<file path="src/rtl/fsfl_pkg.sv">
`timescale 1ns / 1ps

package fsfl_pkg;

    // pool geometry
    localparam int SLOTS  = 1024;
    localparam int SLOT_W = $clog2(SLOTS);
    localparam int LINK_W = SLOT_W + 1;
    localparam int CNT_W  = LINK_W;

    // null link marks the end of the free list
    localparam logic [LINK_W-1:0] NULL_LINK = LINK_W'(SLOTS);

    // request kinds
    localparam logic REQ_ALLOC = 1'b0;
    localparam logic REQ_FREE  = 1'b1;

    // result status codes
    typedef enum logic [1:0] {
        ST_OK        = 2'd0,
        ST_EXHAUSTED = 2'd1,
        ST_RANGE     = 2'd2,
        ST_DOUBLE    = 2'd3
    } t_status;

    // commands from controller to datapath
    typedef struct packed {
        logic accept;  // latch request and start the memory reads
        logic commit;  // apply the update and load the result register
    } t_cmd;

endpackage

</file>
<file path="src/rtl/fsfl_ctrl.sv">
`timescale 1ns / 1ps

module fsfl_ctrl (
    input  logic              i_clk,
    input  logic              i_rst_n,
    input  logic              i_valid,
    output logic              o_stall,
    output logic              o_valid,
    input  logic              i_stall,
    output fsfl_pkg::t_cmd    o_cmd
);
    import fsfl_pkg::*;

    typedef enum logic [1:0] {
        S_IDLE = 2'b01,
        S_EXEC = 2'b10
    } t_state;

    t_state r_state, n_state;
    logic   r_out_valid, n_out_valid;
    logic   w_accept, w_commit, w_taken;

    // handshake decode
    assign o_stall  = (r_state != S_IDLE);
    assign w_accept = i_valid && (r_state == S_IDLE);
    assign w_taken  = r_out_valid && !i_stall;
    assign w_commit = (r_state == S_EXEC) && (!r_out_valid || !i_stall);

    assign o_cmd.accept = w_accept;
    assign o_cmd.commit = w_commit;
    assign o_valid      = r_out_valid;

    // next state
    always_comb begin
        n_state = r_state;
        unique case (r_state)
            S_IDLE: begin
                if (w_accept) n_state = S_EXEC;
            end
            S_EXEC: begin
                if (w_commit) n_state = S_IDLE;
            end
            default: n_state = S_IDLE;
        endcase
    end

    // result register occupancy
    always_comb begin
        n_out_valid = r_out_valid;
        priority if (w_commit) n_out_valid = 1'b1;
        else if (w_taken)      n_out_valid = 1'b0;
    end

    always_ff @(posedge i_clk) begin
        if (!i_rst_n) begin
            r_state     <= S_IDLE;
            r_out_valid <= 1'b0;
        end else begin
            r_state     <= n_state;
            r_out_valid <= n_out_valid;
        end
    end

endmodule

</file>
<file path="config.mk">
export PLATFORM = sky130hd
export DESIGN_NAME = fsfl_ctrl
export DESIGN_NICKNAME = d
export VERILOG_FILES = /design/src/rtl/fsfl_pkg.sv /design/src/rtl/fsfl_ctrl.sv
export SDC_FILE = /design/constraint.sdc
export NUM_CORES = 1
export LEC_CHECK = 0
export BUFFER_PORTS_ARGS = -buffer_cell sky130_fd_sc_hd__buf_2
export CAP_MARGIN = 20
export CORE_AREA = 2 2 39 41
export CTS_CLUSTER_DIAMETER = 30
export DETAILED_ROUTE_END_ITERATION = 10
export DIE_AREA = 0 0 41 43
export PLACE_DENSITY = 0.35
export SLEW_MARGIN = 10
export SYNTH_ARGS = -nofsm -noshare
export SYNTH_HDL_FRONTEND = slang
export SYNTH_SLANG_ARGS = --single-unit
</file>
<file path="constraint.sdc">
create_clock -name i_clk -period 0.9 [get_ports i_clk]
set_input_delay 0.045 -clock i_clk [delete_from_list [all_inputs] [get_ports i_clk]]
set_output_delay 0.045 -clock i_clk [all_outputs]
set_load 0.02 [all_outputs]
</file>
# [After elaboration in Yosys (flattened, before gate mapping)]
# Index checks and enable logic that the tools add are counted.
[totals] wordCells=20 ff_bits=3 output_inout_bits=4 in_bits=4
[op_classes] n_mux=5 n_eq_ne=5 n_reduce_logical=8
[op_table] operator="2-bit 2-to-1 mux" count=2
[op_table] operator="2-bit != test (second input constant)" count=2
[op_table] operator="2-bit one-hot mux with 2 select lines" count=1
[op_table] operator="1-bit logical AND" count=3
[op_table] operator="2-bit by 1-bit equality test with 1-bit output (second input constant)" count=1
[op_table] operator="2-bit equality test (second input constant)" count=1
[op_table] operator="1-bit zero test" count=2
[op_table] operator="1-bit 2-to-1 mux" count=2
[op_table] operator="2-bit by 1-bit != test with 1-bit output (second input constant)" count=1
[op_table] operator="2-bit AND reduction" count=1
[op_table] operator="2-bit nonzero test" count=1
[op_table] operator="1-bit logical OR" count=1

# [Depth between registers and ports, before layout]
[logic_depth] word_depth=5 depth_mapped=3 ltp_nobuf=2

# [Worst setup path before layout]
# Ideal clock, no wire load.
[synth_path] path_kind="reg-to-reg" start="register r_out_valid, in the netlist o_valid" end="register r_state[0]" setup_time_ns=0.118 synth_period_minus_slack_ns=0.854 arrival_ns=0.737 setup_slack_ns=0.046 path_stages_with_launch=3 n_path_buf=0 t_required_ns=0.782 path_cell_list="dfxtp_1 -> and4b_1 -> o21ai_1"
[synth_between] elab_chain_len=5
[synth_rtl] element="start, declared" line="fsfl_ctrl.sv:20" rtl="logic r_out_valid, n_out_valid;"
[synth_rtl] element="start signal, assigned" line="fsfl_ctrl.sv:60" rtl="r_out_valid <= n_out_valid;"
[synth_rtl] element="1-bit zero test" line="fsfl_ctrl.sv:27" rtl="assign w_commit = (r_state == S_EXEC) && (!r_out_valid || !i_stall);"
[synth_rtl] element="1-bit logical OR" line="fsfl_ctrl.sv:27"
[synth_rtl] element="1-bit logical AND" line="fsfl_ctrl.sv:27"
[synth_rtl] element="2-bit != test (no line)"
[synth_rtl] element="2-bit AND reduction (no line)"
[synth_rtl] element="end signal, assigned" line="fsfl_ctrl.sv:59" rtl="r_state <= n_state;"
[synth_rtl] element="end, declared" line="fsfl_ctrl.sv:19" rtl="t_state r_state, n_state;"
# No other way between the ends.
# A chain may end at the register's enable or synchronous reset.

==> run summary <==
I/O Buffers = 7
Synthesized Nets = 18
maximum clock insertion buffer count = 2
Die Y = 43 µm
Area contributors post-synth = dfxtp_1 44%, buf_4 11%, nand2b_1 9.3%
initial antenna violation count = 0
All-Layer GR Usage = 5.216%
Post-Synthesis Cell Area = 135.1 µm²
clk sinks = 3
Worst Skew = 0.001588 ns
worst r2r src = r_state[1]$_SDFFE_PN0P_
Synthesis Warnings = 0
Wirelength per Cell = 8.220 µm
fin. max-slew vios = 0
sequential share of the synthesized area = 44.44%
kind of critical path = register to output port
Hold Path Depth = 3
layout cell share with drive strength beyond 1 = 64.00%
Rel. slew slack = 91.86%
Hold Path Class = primary input to register
pwr dens = 1802 nW/µm²
# rows = 14
final instance area = 251.5 µm²
global-route wire length before repair = 558 µm
post-DP HPWL = 244.5 µm
distinct cell type count after synthesis = 10
cells on worst reg2reg path = 3
# IOs = 8
Arr. time, crit path = 0.95 ns
Multi-input gate area = 72.57 µm²
core footprint = 1384 µm²
DRT Pass-1 Iters = 2
Final Critical Period = 0.9918 ns
Largest stage delay, worst path = 0.35 ns
number of global-route vias before repair = 136
final critical-path share of the clock period = 110.2%
Initial Utilization = 9.765%
placed cell areas = 175.2 µm²
fin worst setup slack = -0.09180 ns
number of vias per cell = 3.293
total number of vias = 135
routed wire length = 337 µm
largest net degree at the start of global routing = 5
CP max-delay cell = dfxtp_4
hold endpoint = o_valid$_SDFFE_PN0P_
max-cap viol count = 0
sequential cell area = 65.06 µm²
Final Hold Vio Count = 0
Critical R2R Capture = r_state[1]$_SDFFE_PN0P_
area share of the largest cell type after synthesis = 44.44%
routability cong. = 0.6297
area delta synth->final = 86.11%
CTS Buf Count = 3
detailed router's first-iteration violation count = 3
CP Cell Sequence = and3b_2 > buf_6
later-pin clock latency in the skew report = 0.23 ns
die area = 1763 µm²
Root Buffer = clkbuf_4
Hold Path Origin = i_stall
FMAX = 1008 MHz
setup violators final = 4
Mapped Avg Cell Area = 9.652 µm²
Post-Place Worst Slack = 0.05629 ns
biggest area consumer among synthesized cells = dfxtp_1
die width = 41 µm
maximum VDD drop = 0.8263 mV
status = finished with violations
critical path endpoint category = output port
Worst Path Max Fanout = 4
CTS tree = done
drc violations = 0
Reg2Reg Setup Slack = -0.08 ns
total global routing overflow = 0
worst-margin pin slew = 0.1210 ns
Worst setup SP type = register
CP required = 0.85 ns
Final ANT Viol Nets = 0
Filler cells = 152
Leak = 0.1175 nW
cells after synthesis = 14
unrepaired setup endpoints after global routing = true
Antenna diodes = 0
clock transition at the registers of the reported paths = 0.04 ns
H-tree lvl count = 1
failing checks = negative setup slack
FF+latch count, synth = 3
fin nets = 30
==> placed cells by master (no fill, tap or decap), drive strengths merged <==
| cell type | instances |
|---|---|
| dlygate4sd3 | 1 |
| and4b | 1 |
| a21oi | 1 |
| dfxtp | 3 |
| and3b | 1 |
| nand2b | 2 |
| buf | 8 |
| o21ai | 1 |
| o21a | 1 |
| clkbuf | 4 |
| a21boi | 1 |
| nand2 | 1 |
==> cell families after synthesis <==
family                 count (synthesis)  share of synthesized area [%]
AO/OA/AOI/OAI                          4                          18.52
AND/OR/NAND/NOR                        5                          25.92
buffers and inverters                  2                          11.11
flip-flops                             3                          44.45
==> what timing repair did <==
item                                   CTS  global route
buffers inserted                         0             1
gates resized for setup                 10             1
hold buffers                             1             0
pin swaps                                0             2
setup endpoints to repair                3             4
endpoints found under the hold margin    1             0
==> metrics by stage <==
| step | power (mW) | instances | hold slack (ns) | setup TNS [ns] | util (%) |
|---|---|---|---|---|---|
| 6_report | 0.4531 | 41 | 0.1055 | -0.2479 | 18.17 |
| 5_1_grt | 0.4868 | 41 | 0.1226 | -0.4480 | 18.17 |
| 4_1_cts | 0.4592 | 40 | 0.1045 | -0.2037 | 17.45 |
| 3_5_place_dp | 0.1946 | 35 | 0.2494 | 0 | 12.66 |
| 3_3_place_gp | 0.1929 | 35 | 0.2537 | 0 | 12.66 |
| 2_1_floorplan | 0.1801 | 14 | 0.1250 | 0 | - |
==> sequential cells by signal (all words and copies together), names as in the netlist <==
signal	count
o_valid	1
r_state	2
==> layout make-up <==
type                       count  share of cell area [%]
sequential                     3                   25.87
timing repair buffer           9                   26.87
clock buffer                   4                   10.45
multi-input combinational      9                   28.86
tap                           16                   7.960
==> per-layer routing <==
layer  wire [µm]  part of all wire, %  global-route usage [%]  up-vias
met1         151                   45                   5.769       55
met4           0                    0                   2.000        0
li1            -                    -                       -       69
met3          60                   18                   6.283        0
met2         126                   37                   5.938       11
met5           0                    0                       0        -
==> report_power, final <==
| part | internal [mW] | switching [mW] | total (mW) |
|---|---|---|---|
| combinational | 0.0408 | 0.0303 | 0.0711 |
| clock | 0.166 | 0.0694 | 0.235 |
| sequential | 0.140 | 0.00657 | 0.147 |
==> critical path, delay by kind of cell, from the launching register on <==
family	cells	cell delay, ns
buffers and inverters	1	0.12
flip-flops	1	0.35
AND/OR/NAND/NOR	1	0.25
==> worst max-delay path by stage <==
stage,from,to,cells past startpoint
detailed placement,r_state[1]$_SDFFE_PN0P_,r_state[1]$_SDFFE_PN0P_,2
CTS,r_state[1]$_SDFFE_PN0P_,o_cmd[1],2
global placement,r_state[0]$_SDFFE_PN1P_,r_state[1]$_SDFFE_PN0P_,2
finish,r_state[1]$_SDFFE_PN0P_,o_cmd[1],2
floorplan,o_valid$_SDFFE_PN0P_,r_state[0]$_SDFFE_PN1P_,2
global route,r_state[0]$_SDFFE_PN1P_,o_cmd[0],3
==> synthesized netlist by cell type <==
| cell type | count |
|---|---|
| a21oi_1 | 1 |
| buf_4 | 2 |
| dfxtp_1 | 3 |
| o21a_1 | 1 |
| o21ai_1 | 1 |
| nand2_1 | 1 |
| a21boi_0 | 1 |
| and4b_1 | 1 |
| and3b_1 | 1 |
| nand2b_1 | 2 |
Note: power is estimated with default switching activity, not from simulation.
